[src/hw/rtl/lfslt_pkg.sv]
package lfslt_pkg;

    // Default width of the internal steer amount registers.
    localparam int AMOUNT_BITS_DEF = 16;

    // Configuration register file.
    localparam int CFG_W     = 16;
    localparam int CFG_IDX_W = 4;
    localparam int REG_COUNT = 8;
    localparam int REG_IDX_W = $clog2(REG_COUNT);

    localparam logic [REG_IDX_W-1:0] REG_LEFT_DECAY        = 3'd0;
    localparam logic [REG_IDX_W-1:0] REG_RIGHT_DECAY       = 3'd1;
    localparam logic [REG_IDX_W-1:0] REG_LEFT_SLIGHT_STEP  = 3'd2;
    localparam logic [REG_IDX_W-1:0] REG_RIGHT_SLIGHT_STEP = 3'd3;
    localparam logic [REG_IDX_W-1:0] REG_LEFT_STRONG_STEP  = 3'd4;
    localparam logic [REG_IDX_W-1:0] REG_RIGHT_STRONG_STEP = 3'd5;
    localparam logic [REG_IDX_W-1:0] REG_LEFT_LIMIT        = 3'd6;
    localparam logic [REG_IDX_W-1:0] REG_RIGHT_LIMIT       = 3'd7;

    localparam logic [CFG_W-1:0] CFG_RESET [REG_COUNT] = '{
        16'h0000, 16'h0000, 16'h0000, 16'h0000,
        16'h0000, 16'h0000, 16'hFFFF, 16'hFFFF
    };

    // Motion command codes.
    localparam logic [1:0] MOTION_NONE  = 2'd0;
    localparam logic [1:0] MOTION_STOP  = 2'd1;
    localparam logic [1:0] MOTION_START = 2'd2;

    // Speed code = floor(moving * SPEED_SCALE / lap); never above SPEED_SCALE.
    localparam int SPEED_SCALE = 105;
    localparam int QUOT_BITS   = 7;

    // Field widths.
    localparam int TIME_W    = 32;
    localparam int ADD_W     = 16;
    localparam int OUT_AMT_W = 16;
    localparam int SPEED_W   = 16;
    localparam int COUNT_W   = 16;

    // Request payload layout (53 bits used, padded to 56).
    localparam int IN_TDATA_W    = 56;
    localparam int IN_RUN_BIT    = 0;
    localparam int IN_OBST_BIT   = 1;
    localparam int IN_LEFT_BIT   = 2;
    localparam int IN_MIDDLE_BIT = 3;
    localparam int IN_RIGHT_BIT  = 4;
    localparam int IN_NOW_LSB    = 5;
    localparam int IN_ADD_LSB    = 37;

    // Result payload layout (101 bits used, padded to 104).
    localparam int OUT_TDATA_W    = 104;
    localparam int OUT_CMD_LSB    = 0;
    localparam int OUT_LV_BIT     = 2;
    localparam int OUT_LA_LSB     = 3;
    localparam int OUT_RV_BIT     = 19;
    localparam int OUT_RA_LSB     = 20;
    localparam int OUT_LAPEV_BIT  = 36;
    localparam int OUT_LAPT_LSB   = 37;
    localparam int OUT_SPEED_LSB  = 69;
    localparam int OUT_LAPS_LSB   = 85;

endpackage

[src/hw/rtl/line_follow_steer_lap_timer_unit.sv]
// Sequence: a request without a lap report passes S_EVAL and S_FINISH; a completed lap
//   adds difference, scale and 7 divide steps before the load; a zero-length lap skips the divide.
// Flow: one request at a time; the next is accepted only once the result is loaded, which waits
//   while the sink stalls the held result. The divide loop runs on the shared compare/subtract unit.
// Reset: i_rst_n synchronous, active low; clears sequencer, run/lap state, steer amounts
//   and counters, and loads register defaults (decays and steps 0, limits 65535).
module line_follow_steer_lap_timer_unit #(
    parameter int AMOUNT_BITS = lfslt_pkg::AMOUNT_BITS_DEF
) (
    input  logic                                i_clk,
    input  logic                                i_rst_n,
    // tdata: run_request[0], obstacle[1], left_black[2], middle_black[3],
    //        right_black[4], now_ms[36:5], stopped_add[52:37], zero pad[55:53]
    input  logic                                s_axis_tvalid,
    output logic                                s_axis_tready,
    input  logic [lfslt_pkg::IN_TDATA_W-1:0]    s_axis_tdata,
    // tdata: motion_cmd[1:0], steer_left_valid[2], steer_left_amount[18:3],
    //        steer_right_valid[19], steer_right_amount[35:20], lap_event[36],
    //        lap_time_ms[68:37], lap_speed_code[84:69], laps_done[100:85], pad[103:101]
    output logic                                m_axis_tvalid,
    input  logic                                m_axis_tready,
    output logic [lfslt_pkg::OUT_TDATA_W-1:0]   m_axis_tdata,
    // configuration write channel
    input  logic                                i_cfg_valid,
    output logic                                o_cfg_ready,
    input  logic [lfslt_pkg::CFG_IDX_W-1:0]     i_cfg_index,
    input  logic [lfslt_pkg::CFG_W-1:0]         i_cfg_data
);
    import lfslt_pkg::*;

    // Common width for amount/register compares and sums.
    localparam int CW     = (AMOUNT_BITS > CFG_W) ? AMOUNT_BITS : CFG_W;
    localparam int PROD_W = TIME_W + QUOT_BITS;
    localparam int ALU_W  = PROD_W + 1;
    localparam int STEP_W = $clog2(QUOT_BITS);

    typedef enum logic [2:0] {
        S_IDLE,
        S_EVAL,
        S_MOVE,
        S_MUL,
        S_DIV,
        S_FINISH
    } t_state;

    typedef enum logic [1:0] {
        DIR_FORWARD = 2'd0,
        DIR_LEFT    = 2'd1,
        DIR_RIGHT   = 2'd2
    } t_dir;

    // Add a step to an amount and clamp the sum to the limit.
    function automatic logic [AMOUNT_BITS-1:0] step_clamp(
        input logic [AMOUNT_BITS-1:0] amt,
        input logic [CFG_W-1:0]       stp,
        input logic [CFG_W-1:0]       lim
    );
        logic [CW:0] sum;
        sum = (CW+1)'(amt) + (CW+1)'(stp);
        if (sum > (CW+1)'(lim)) begin
            sum = (CW+1)'(lim);
        end
        return sum[AMOUNT_BITS-1:0];
    endfunction

    function automatic logic [OUT_AMT_W-1:0] to_out(input logic [AMOUNT_BITS-1:0] amt);
        logic [CW-1:0] ext;
        ext = CW'(amt);
        return ext[OUT_AMT_W-1:0];
    endfunction

    // Configuration registers, each read at a fixed place.
    logic [CFG_W-1:0] r_cfg [REG_COUNT];

    // Sequencer and item state.
    t_state                  r_state, n_state;
    logic                    r_moving, n_moving;
    logic                    r_in_lap, n_in_lap;
    logic                    r_lap_done, n_lap_done;
    t_dir                    r_dir, n_dir;
    logic [AMOUNT_BITS-1:0]  r_left_amt, n_left_amt;
    logic [AMOUNT_BITS-1:0]  r_right_amt, n_right_amt;
    logic [TIME_W-1:0]       r_lap_start, n_lap_start;
    logic [TIME_W-1:0]       r_stopped, n_stopped;
    logic [COUNT_W-1:0]      r_laps, n_laps;
    logic                    r_out_valid, n_out_valid;

    // Captured request fields.
    logic                    r_run, r_obst, r_lb, r_mb, r_rb;
    logic [TIME_W-1:0]       r_now;
    logic [ADD_W-1:0]        r_add;

    // Per-item results and divide working registers.
    logic [1:0]              r_cmd, n_cmd;
    logic                    r_lv, n_lv;
    logic [OUT_AMT_W-1:0]    r_la, n_la;
    logic                    r_rv, n_rv;
    logic [OUT_AMT_W-1:0]    r_ra, n_ra;
    logic                    r_lap_ev, n_lap_ev;
    logic [TIME_W-1:0]       r_lap_ms, n_lap_ms;
    logic [TIME_W-1:0]       r_acc, n_acc;
    logic [PROD_W-1:0]       r_rem, n_rem;
    logic [PROD_W-1:0]       r_dvs, n_dvs;
    logic [QUOT_BITS-1:0]    r_quot, n_quot;
    logic [STEP_W-1:0]       r_step, n_step;
    logic [OUT_TDATA_W-1:0]  r_out_tdata, n_out_tdata;

    // Shared compare/subtract unit.
    logic [ALU_W-1:0]        alu_a, alu_b, alu_diff;
    logic                    alu_borrow;

    logic                    lap_mark;
    logic [TIME_W-1:0]       lap_start_e;
    logic [TIME_W-1:0]       stopped_e;
    logic [CW-1:0]           dec_diff_l, dec_diff_r;

    assign s_axis_tready = (r_state == S_IDLE);
    assign m_axis_tvalid = r_out_valid;
    assign m_axis_tdata  = r_out_tdata;
    assign o_cfg_ready   = 1'b1;

    // Operands: lap time minus stopped ticks, or remainder minus shifted divisor.
    always_comb begin
        if (r_state == S_DIV) begin
            alu_a = {1'b0, r_rem};
            alu_b = {1'b0, r_dvs};
        end else begin
            alu_a = ALU_W'(r_lap_ms);
            alu_b = ALU_W'(r_acc);
        end
        alu_diff   = alu_a - alu_b;
        alu_borrow = alu_diff[ALU_W-1];
    end

    assign dec_diff_l = CW'(r_left_amt) - CW'(r_cfg[REG_LEFT_DECAY]);
    assign dec_diff_r = CW'(r_right_amt) - CW'(r_cfg[REG_RIGHT_DECAY]);

    always_comb begin
        n_state     = r_state;
        n_moving    = r_moving;
        n_in_lap    = r_in_lap;
        n_lap_done  = r_lap_done;
        n_dir       = r_dir;
        n_left_amt  = r_left_amt;
        n_right_amt = r_right_amt;
        n_lap_start = r_lap_start;
        n_stopped   = r_stopped;
        n_laps      = r_laps;
        n_out_valid = r_out_valid;
        n_cmd       = r_cmd;
        n_lv        = r_lv;
        n_la        = r_la;
        n_rv        = r_rv;
        n_ra        = r_ra;
        n_lap_ev    = r_lap_ev;
        n_lap_ms    = r_lap_ms;
        n_acc       = r_acc;
        n_rem       = r_rem;
        n_dvs       = r_dvs;
        n_quot      = r_quot;
        n_step      = r_step;
        n_out_tdata = r_out_tdata;
        lap_mark    = 1'b0;
        lap_start_e = r_in_lap ? r_lap_start : r_now;
        stopped_e   = r_in_lap ? (r_stopped + TIME_W'(r_add)) : '0;

        // drop the held result once the sink takes it
        if (r_out_valid && m_axis_tready) begin
            n_out_valid = 1'b0;
        end

        unique case (r_state)
            S_IDLE: begin
                if (s_axis_tvalid) begin
                    n_state = S_EVAL;
                end
            end

            S_EVAL: begin
                n_cmd      = MOTION_NONE;
                n_lv       = 1'b0;
                n_la       = '0;
                n_rv       = 1'b0;
                n_ra       = '0;
                n_lap_ev   = 1'b0;
                n_lap_ms   = '0;
                n_quot     = '0;
                n_stopped  = r_stopped + TIME_W'(r_add);
                n_state    = S_FINISH;
                if (!r_run || r_obst) begin
                    // stop request: the motor command changes and stopped ticks accumulate
                    if (r_moving) begin
                        n_cmd    = MOTION_STOP;
                        n_moving = 1'b0;
                    end
                end else begin
                    if (!r_moving) begin
                        n_cmd    = MOTION_START;
                        n_moving = 1'b1;
                    end
                    n_in_lap    = 1'b1;
                    n_lap_start = lap_start_e;
                    n_stopped   = stopped_e;
                    unique case ({r_lb, r_mb, r_rb})
                        3'b111: begin
                            // on track: decay both sides
                            n_lap_done = 1'b0;
                            n_dir      = DIR_FORWARD;
                            if (CW'(r_left_amt) < CW'(r_cfg[REG_LEFT_DECAY])) begin
                                n_left_amt = '0;
                            end else begin
                                n_left_amt = dec_diff_l[AMOUNT_BITS-1:0];
                                n_lv       = 1'b1;
                                n_la       = to_out(dec_diff_l[AMOUNT_BITS-1:0]);
                            end
                            if (CW'(r_right_amt) < CW'(r_cfg[REG_RIGHT_DECAY])) begin
                                n_right_amt = '0;
                            end else begin
                                n_right_amt = dec_diff_r[AMOUNT_BITS-1:0];
                                n_rv        = 1'b1;
                                n_ra        = to_out(dec_diff_r[AMOUNT_BITS-1:0]);
                            end
                        end
                        3'b011: begin
                            n_left_amt  = '0;
                            n_right_amt = step_clamp(r_right_amt,
                                r_cfg[REG_RIGHT_SLIGHT_STEP], r_cfg[REG_RIGHT_LIMIT]);
                            n_rv        = 1'b1;
                            n_ra        = to_out(n_right_amt);
                            n_dir       = DIR_RIGHT;
                        end
                        3'b001: begin
                            if (r_dir == DIR_RIGHT) begin
                                n_left_amt  = '0;
                                n_right_amt = step_clamp(r_right_amt,
                                    r_cfg[REG_RIGHT_STRONG_STEP], r_cfg[REG_RIGHT_LIMIT]);
                                n_rv        = 1'b1;
                                n_ra        = to_out(n_right_amt);
                            end else if (r_dir == DIR_FORWARD) begin
                                lap_mark = 1'b1;
                            end
                        end
                        3'b000: begin
                            lap_mark = 1'b1;
                        end
                        3'b110: begin
                            n_right_amt = '0;
                            n_left_amt  = step_clamp(r_left_amt,
                                r_cfg[REG_LEFT_SLIGHT_STEP], r_cfg[REG_LEFT_LIMIT]);
                            n_lv        = 1'b1;
                            n_la        = to_out(n_left_amt);
                            n_dir       = DIR_LEFT;
                        end
                        3'b100: begin
                            if (r_dir == DIR_LEFT) begin
                                n_right_amt = '0;
                                n_left_amt  = step_clamp(r_left_amt,
                                    r_cfg[REG_LEFT_STRONG_STEP], r_cfg[REG_LEFT_LIMIT]);
                                n_lv        = 1'b1;
                                n_la        = to_out(n_left_amt);
                            end else if (r_dir == DIR_FORWARD) begin
                                lap_mark = 1'b1;
                            end
                        end
                        default: begin
                            // lone middle, or both edges without middle: hold steering
                        end
                    endcase

                    if (lap_mark && !r_lap_done) begin
                        // report the lap and open the next one
                        n_lap_ev    = 1'b1;
                        n_lap_ms    = r_now - lap_start_e;
                        n_acc       = stopped_e;
                        n_lap_start = r_now;
                        n_stopped   = '0;
                        n_lap_done  = 1'b1;
                        n_laps      = r_laps + COUNT_W'(1);
                        n_state     = S_MOVE;
                    end
                end
            end

            S_MOVE: begin
                // moving time, clamped at zero
                n_acc   = alu_borrow ? '0 : alu_diff[TIME_W-1:0];
                n_state = S_MUL;
            end

            S_MUL: begin
                n_rem   = PROD_W'(r_acc) * PROD_W'(SPEED_SCALE);
                n_dvs   = PROD_W'(r_lap_ms) << (QUOT_BITS - 1);
                n_step  = STEP_W'(QUOT_BITS - 1);
                n_quot  = '0;
                n_state = (r_lap_ms == '0) ? S_FINISH : S_DIV;
            end

            S_DIV: begin
                // one quotient bit per cycle, most significant first
                if (!alu_borrow) begin
                    n_rem = alu_diff[PROD_W-1:0];
                end
                n_quot = {r_quot[QUOT_BITS-2:0], ~alu_borrow};
                n_dvs  = r_dvs >> 1;
                if (r_step == '0) begin
                    n_state = S_FINISH;
                end else begin
                    n_step = r_step - STEP_W'(1);
                end
            end

            S_FINISH: begin
                // load the output register once it is free
                if (!r_out_valid || m_axis_tready) begin
                    n_out_tdata = '0;
                    n_out_tdata[OUT_CMD_LSB +: 2]          = r_cmd;
                    n_out_tdata[OUT_LV_BIT]                = r_lv;
                    n_out_tdata[OUT_LA_LSB +: OUT_AMT_W]   = r_la;
                    n_out_tdata[OUT_RV_BIT]                = r_rv;
                    n_out_tdata[OUT_RA_LSB +: OUT_AMT_W]   = r_ra;
                    n_out_tdata[OUT_LAPEV_BIT]             = r_lap_ev;
                    n_out_tdata[OUT_LAPT_LSB +: TIME_W]    = r_lap_ms;
                    n_out_tdata[OUT_SPEED_LSB +: SPEED_W]  = SPEED_W'(r_quot);
                    n_out_tdata[OUT_LAPS_LSB +: COUNT_W]   = r_laps;
                    n_out_valid = 1'b1;
                    n_state     = S_IDLE;
                end
            end

            default: begin
                n_state = S_IDLE;
            end
        endcase
    end

    always_ff @(posedge i_clk) begin
        // payload: no reset needed
        if (s_axis_tvalid && s_axis_tready) begin
            r_run <= s_axis_tdata[IN_RUN_BIT];
            r_obst <= s_axis_tdata[IN_OBST_BIT];
            r_lb <= s_axis_tdata[IN_LEFT_BIT];
            r_mb <= s_axis_tdata[IN_MIDDLE_BIT];
            r_rb <= s_axis_tdata[IN_RIGHT_BIT];
            r_now <= s_axis_tdata[IN_NOW_LSB +: TIME_W];
            r_add <= s_axis_tdata[IN_ADD_LSB +: ADD_W];
        end
        r_cmd       <= n_cmd;
        r_lv        <= n_lv;
        r_la        <= n_la;
        r_rv        <= n_rv;
        r_ra        <= n_ra;
        r_lap_ev    <= n_lap_ev;
        r_lap_ms    <= n_lap_ms;
        r_acc       <= n_acc;
        r_rem       <= n_rem;
        r_dvs       <= n_dvs;
        r_quot      <= n_quot;
        r_step      <= n_step;
        r_out_tdata <= n_out_tdata;

        if (!i_rst_n) begin
            r_state     <= S_IDLE;
            r_moving    <= 1'b0;
            r_in_lap    <= 1'b0;
            r_lap_done  <= 1'b1;
            r_dir       <= DIR_FORWARD;
            r_left_amt  <= '0;
            r_right_amt <= '0;
            r_lap_start <= '0;
            r_stopped   <= '0;
            r_laps      <= '0;
            r_out_valid <= 1'b0;
            for (int i = 0; i < REG_COUNT; i++) begin
                r_cfg[i] <= CFG_RESET[i];
            end
        end else begin
            r_state     <= n_state;
            r_moving    <= n_moving;
            r_in_lap    <= n_in_lap;
            r_lap_done  <= n_lap_done;
            r_dir       <= n_dir;
            r_left_amt  <= n_left_amt;
            r_right_amt <= n_right_amt;
            r_lap_start <= n_lap_start;
            r_stopped   <= n_stopped;
            r_laps      <= n_laps;
            r_out_valid <= n_out_valid;
            // ignore writes beyond the register list
            if (i_cfg_valid && (i_cfg_index < CFG_IDX_W'(REG_COUNT))) begin
                r_cfg[i_cfg_index[REG_IDX_W-1:0]] <= i_cfg_data;
            end
        end
    end

endmodule

[config.mk]
export PLATFORM = sky130hd
export DESIGN_NAME = line_follow_steer_lap_timer_unit
export DESIGN_NICKNAME = d
export VERILOG_FILES = /design/src/hw/rtl/lfslt_pkg.sv /design/src/hw/rtl/line_follow_steer_lap_timer_unit.sv
export SDC_FILE = /design/constraint.sdc
export NUM_CORES = 2
export LEC_CHECK = 0
export BUFFER_PORTS_ARGS = -buffer_cell sky130_fd_sc_hd__clkbuf_2
export CORE_MARGIN = 3
export CORE_UTILIZATION = 40
export CTS_CLUSTER_SIZE = 12
export DETAILED_ROUTE_END_ITERATION = 10
export MAX_ROUTING_LAYER = met4
export PLACE_DENSITY_LB_ADDON = 0.1
export SYNTH_ARGS = -nofsm -noshare
export SYNTH_HDL_FRONTEND = slang
export SYNTH_SLANG_ARGS = --single-unit
[constraint.sdc]
create_clock -name i_clk -period 7.45 [get_ports i_clk]
set_clock_uncertainty 0.1 [all_clocks]
set_input_delay 1.1175 -clock i_clk [delete_from_list [all_inputs] [get_ports i_clk]]
set_output_delay 1.1175 -clock i_clk [all_outputs]
set_load 0.01 [all_outputs]
Word level (Yosys, flattened, before mapping) --
Memories as Yosys holds them, arrays and structs flattened. Index checks and enable logic that the tools add are counted.
Storage, ports and cells: bits in writable memories 128, word-level logic and storage cells 178, bits in registers 455, memories kept 1, output and inout bits 107
Operators by class: order comparisons 7, add/sub/neg operators 11, equality and inequality tests 21, multiplexer cells 70, bitwise operators 3, reduce and logical (&&, ||, !) cells 33, $mul 1
Memory list:
- r_cfg | depth 8, bits a word 16, read ports 8, clocked after memory_dff 0, write ports 8, line line_follow_steer_lap_timer_unit.sv:73 | logic [CFG_W-1:0] r_cfg [REG_COUNT];
Operators with widths (count):
- $mux 32 | 8
- $mux 16 | 13
- $pmux 16 s5 | 2
- $pmux 39 s2 | 2
- $mux 39 | 3
- $pmux 16 s3 | 2
- $add 16x16->17 | 4
- $gt 17x16->1 | 4
- $pmux 32 s2 | 1
- $sub 40x40->40 | 1
- $mul 32x7->39 const B | 1
- $add 32x16->32 | 1
- $logic_not 32->1 | 1
- $lt 16x16->1 | 2
- $sub 16x16->16 | 2
- $sub 32x32->32 | 1
- $mux 1 | 23
- $mux 3 | 7
- $pmux 3 s6 | 1
- $add 16x1->16 const B | 1
- $ne 2x2->1 const B | 8
- $reduce_or 16->1 | 1
- $eq 3x3->1 const B | 5
- $reduce_and 3->1 | 5
- 24 further kinds | 47

Logic depth before layout (Yosys ltp) --
word-level depth 10, mapped depth 22, depth with buffers taken out 21

Worst setup path before layout --
Ideal clock, no wire load.
kind register to register, from reg r_state[0], to reg r_rem[0] (enable), clock period less this slack 6.956 ns, data required time 6.861 ns, cell stages (with the launch flop) 20, slack 0.494 ns, arrival time 6.366 ns, setup time 0.489 ns, buffers on the path 4, cell sequence dfxtp_1 > clkbuf_1 > nor2_1 > and2_1 > clkbuf_1 > clkbuf_1 > buf_1 > nand2_1 > nand2_1 > ha_1 > nand2_1 > nor4_1 > o211ai_1 > a31oi_2 > a311o_2 > a31oi_2 > o31a_1 > a21oi_4 > nor2_1 > o21ai_0
Between the ends: word-level cells in the longest chain between the ends 5, elaborated cells between the ends (all ways) 8, classes of those cells add/sub (1); eq/ne (3); mux (2); reduce/logical (2)
RTL lines:
- from (decl) | line line_follow_steer_lap_timer_unit.sv:76 | t_state r_state, n_state;
- from (signal assigned) | line line_follow_steer_lap_timer_unit.sv:377 | r_state <= n_state;
- $eq 3x3->1 | line line_follow_steer_lap_timer_unit.sv:124, line_follow_steer_lap_timer_unit.sv:172
- $mux 39 | line line_follow_steer_lap_timer_unit.sv:124 | if (r_state == S_DIV) begin
- $sub 40x40->40 | line line_follow_steer_lap_timer_unit.sv:131 | alu_diff = alu_a - alu_b;
- $ne 2x2->1 (no line)
- $reduce_and 2->1 (no line) *
- to (signal assigned) | line line_follow_steer_lap_timer_unit.sv:355 | r_rem <= n_rem;
- to (decl) | line line_follow_steer_lap_timer_unit.sv:102 | logic [PROD_W-1:0] r_rem, n_rem;
Every way passes the cells marked *; elsewhere a longest branch is shown, timed or not. A chain may end at the register's enable or synchronous reset.

Worst setup path after layout --
from reg r_state[1], to reg r_rem[0] (enable)
The elaborated chain is that of the path after synthesis.

==> results by group <==
Clock tree
  • CTS HTree Levels: 3
  • TritonCTS clock tree: built
  • Clock sinks: slightly below 600
  • Post-CTS Setup Repair Bufs: 0
  • CTS root buffer: clkbuf_16
  • Total CTS buffers: 70
  • Hold_buf cts: 0
  • Worst skew pair latency: approximately 0.64 ns
  • Clk pin slew, worst setup/hold paths: 0.06 ns
  • Post-cts resize count: 0
  • CTS Buffer Depth: 3

Global route
  • Largest net degree at the start of global routing: 70
  • First-pass GRT wire length: roughly 170000 um
  • Number of global-route vias before repair: approximately 28000
  • GRT overflow: 0
  • GRT Overall Usage: 0.230
  • Initial antenna violation count: 4

Routing
  • Number of remaining DRC errors: 0
  • DR vias/cell: roughly 5.4
  • Drt initial violations: 1899
  • Wire per inst: about 21 um
  • Post-route ant nets: 0
  • Drt first pass iters: 6
  • Drt total wl: 112000 um
  • Via count: 28600

Yosys
  • Dominant cells by area after synthesis: edfxtp_1, ha_1, dfxtp_1
  • Adder-cell share of the synthesized area: 0.150
  • Post-Synth Simple-Gate Area: 0.143
  • Synth Area in XOR/XNOR: 0.0454
  • Yosys top cell by area: edfxtp_1
  • Mapped Avg Cell Area: around 9.9 um^2
  • Cell variety after synth: slightly above 90
  • Fraction of registers with async set/reset: 0
  • Largest family of logic cells by synthesized area: compound AO/OA/AOI/OAI gates
  • EDFF count, synth: roughly 460
  • Post-synth top flop: edfxtp_1
  • Cell Area, Synth: about 38000 um^2
  • Compound-Gate Fraction of Synth Area: 0.159
  • Synthesized flop and latch total: 582
  • Syn. warnings: 0
  • Share of the synthesized area in the top cell type: 0.362
  • Multiplexer share of the synthesized area: 0.0251
  • Cells after Synth: between 3000 and 4000
  • Seq/Total Area, Yosys: 0.425

Floorplan
  • Core box area: between 90000 and 100000 um^2
  • Initial Utilization: 0.407
  • Io pins: 188
  • Die width: ~320 um
  • FP Rows: ~110
  • Die Area: 99300 um^2
  • Die height: 315 um

Critical path
  • Critical Path Fanout Max: 66
  • Critical Path Start Type: flip-flop
  • Cells on worst reg2reg path: 17
  • R2r startpoint: r_state[1]$_SDFFE_PN0P_
  • CP Data Required Time: about 7.6 ns
  • Buf/Inv on CP: 2
  • Most frequent CP cell: nand2_1
  • FF-to-FF End: r_rem[0]$_DFFE_PP_
  • Crit path depth: 17
  • CP peak stage delay: between 0.5 and 0.6 ns
  • Worst path slowest cell: buf_4
  • Worst endpoint data arrival time: between 6 and 7 ns
  • Crit. End Element: flip-flop
  • Critical path, cell by cell: nor2_1 > buf_4 > nand2_4 > nand2_1 > nand2_1 > ha_1 > nand2_1 > nor4_1 > o211ai_1 > a31oi_2 > a311o_2 > a31oi_2 > o31a_1 > a21oi_4 > nor2_1 > o21ai_4 > buf_4
  • Critical setup path kind: flip-flop to flip-flop
  • R2R Setup Slk: 1.44 ns
  • Delay-heaviest family, CP: compound AO/OA/AOI/OAI gates

Finish
  • Fraction of layout cells with a size suffix above 1: 0.0914
  • Area Growth Syn to Fin: 11.9%
  • # nets final: between 4000 and 5000

Min path
  • Worst min-delay path class: flip-flop to flip-flop
  • Hold path cells: 0
  • Hold Startpoint: r_ra[0]$_SDFFCE_PN0P_
  • WHS Endpoint: m_axis_tdata[20]$_DFFE_PP_

Pwr
  • Static Leak: ~18 nW
  • Tot Pwr: around 9.1 mW
  • VDD IR-drop max: 0.197 mV
  • Power Dens Cells: between 200 and 250 nW/um^2

STA
  • Fin crit share: 0.806
  • Count of final hold-check violations: 0
  • Slew HR: 0.198
  • Worst-Margin Slew: roughly 1.2 ns
  • Max Freq: ~170 MHz
  • Max Slew Vio Count: 0
  • RSZ-0062 raised after global routing: false
  • Final setup TNS: 0 ns
  • Final Setup Violations: 0
  • Final Critical Period: approximately 6 ns

Job
  • Max-cap violations: 0

Place
  • Routability Congestion: approximately 0.9
  • Buffers on Ports: 171
  • HPWL after DPL: roughly 84000 um

Status
  • Status: finished clean
[worst max path at each step]
stage,endpoint,slack [ns],from
2_1_floorplan,r_rem[0]$_DFFE_PP_,0.49,r_state[0]$_SDFFE_PN0P_
3_3_place_gp,r_rem[0]$_DFFE_PP_,1.51,r_state[1]$_SDFFE_PN0P_
3_5_place_dp,r_rem[0]$_DFFE_PP_,1.50,r_state[1]$_SDFFE_PN0P_
4_1_cts,r_rem[10]$_DFFE_PP_,1.49,r_state[1]$_SDFFE_PN0P_
5_1_grt,r_acc[30]$_DFFE_PP_,1.15,r_state[1]$_SDFFE_PN0P_
6_report,r_rem[0]$_DFFE_PP_,1.44,r_state[1]$_SDFFE_PN0P_
[cell usage after synthesis, drive strengths merged, types with 11 or more instances]
cell type    n
nand2      415
nor2b       50
a221oi      11
nor3        48
a21o        80
clkbuf     104
nor4        12
o22ai       34
xor2        68
o21bai      15
edfxtp     461
buf         31
or3         54
a31oi       32
ha         359
a211oi      32
o211ai      13
a22oi       29
nand3       55
mux2        16
or2         11
o31ai       15
inv        369
o21a        67
and3        48
a21boi      69
nand4       25
nor2       200
and2       134
xnor2      130
a21oi      239
fa          63
mux2i       78
o21ai      200
dfxtp      121
nand2b      44
[final cells by class]
type	count	area, um^2
inverters	370	1390
clock inverters	35	443
diodes	2	5.00
multi-input cells	2784	20100
flip-flops and latches	582	16300
clock buffers	94	1900
repair buffers	207	1130
well taps	1254	1570
fillers	9010	51200
[flip-flops by register name, summed over array words and instances, names as in the netlist, 32 cells and up]
| signal | cells |
|---|---|
| r_lap_ms | 32 |
| r_acc | 32 |
| r_stopped | 32 |
| r_lap_start | 32 |
| r_rem | 39 |
| r_dvs | 38 |
| r_cfg | 128 |
| m_axis_tdata | 92 |
| r_now | 32 |
[report_power, final]
| part | switching (mW) | internal (mW) | leakage (nW) |
|---|---|---|---|
| registers | 0.107 | 3.72 | 5.24 |
| logic | 1.12 | 0.645 | 11.8 |
| clock network | 1.46 | 2.09 | 1.14 |
| total | 2.68 | 6.46 | 18.2 |
[metrics by stage]
| step | instance area (um^2) | hold slack (ns) | utilization | std cells | setup WS, ns |
|---|---|---|---|---|---|
| floorplan | 38300 | 0.300 | - | 3871 | 0.494 |
| global placement | 40400 | 0.302 | 0.430 | 5197 | 1.51 |
| detailed placement | 40400 | 0.305 | 0.430 | 5197 | 1.50 |
| CTS | 42800 | 0.318 | 0.455 | 5326 | 1.49 |
| global route | 42800 | 0.325 | 0.455 | 5326 | 1.15 |
| finish | 42800 | 0.317 | 0.455 | 5328 | 1.44 |
[layer usage]
layer | track usage | vias to the layer above | part of all wire
met2 | 0.382 | 594 | 0.48
met5 | - | - | 0
met3 | 0.0253 | 159 | 0.040
met4 | 0.0591 | 0 | 0.025
li1 | - | 14100 | -
met1 | 0.300 | 13800 | 0.45
[cells by family (layout without fill, tap and decap cells)]
family,Yosys count,count (layout)
compound gates,931,931
xor+xnor,198,198
flops,582,582
simple gates,1126,1126
fa+ha+maj,422,422
buf+inv,505,706
mux,94,94
other cells,2,15
[layout by cell type (no fill, tap or decap), types with 37 or more instances in the layout]
cell type    n
edfxtp_1   461
nand2_1    414
inv_1      369
ha_1       359
a21oi_1    233
nor2_1     199
o21ai_0    188
clkbuf_2   170
and2_1     132
xnor2_1    130
dfxtp_1    120
a21o_1      80
mux2i_1     78
clkbuf_16   71
a21boi_0    69
xor2_1      68
o21a_1      67
fa_1        63
nand3_1     54
or3_1       53
nor2b_1     49
and3_1      48
nor3_1      48
nand2b_1    44
buf_4       37
Power figures use the tool's default switching activity.
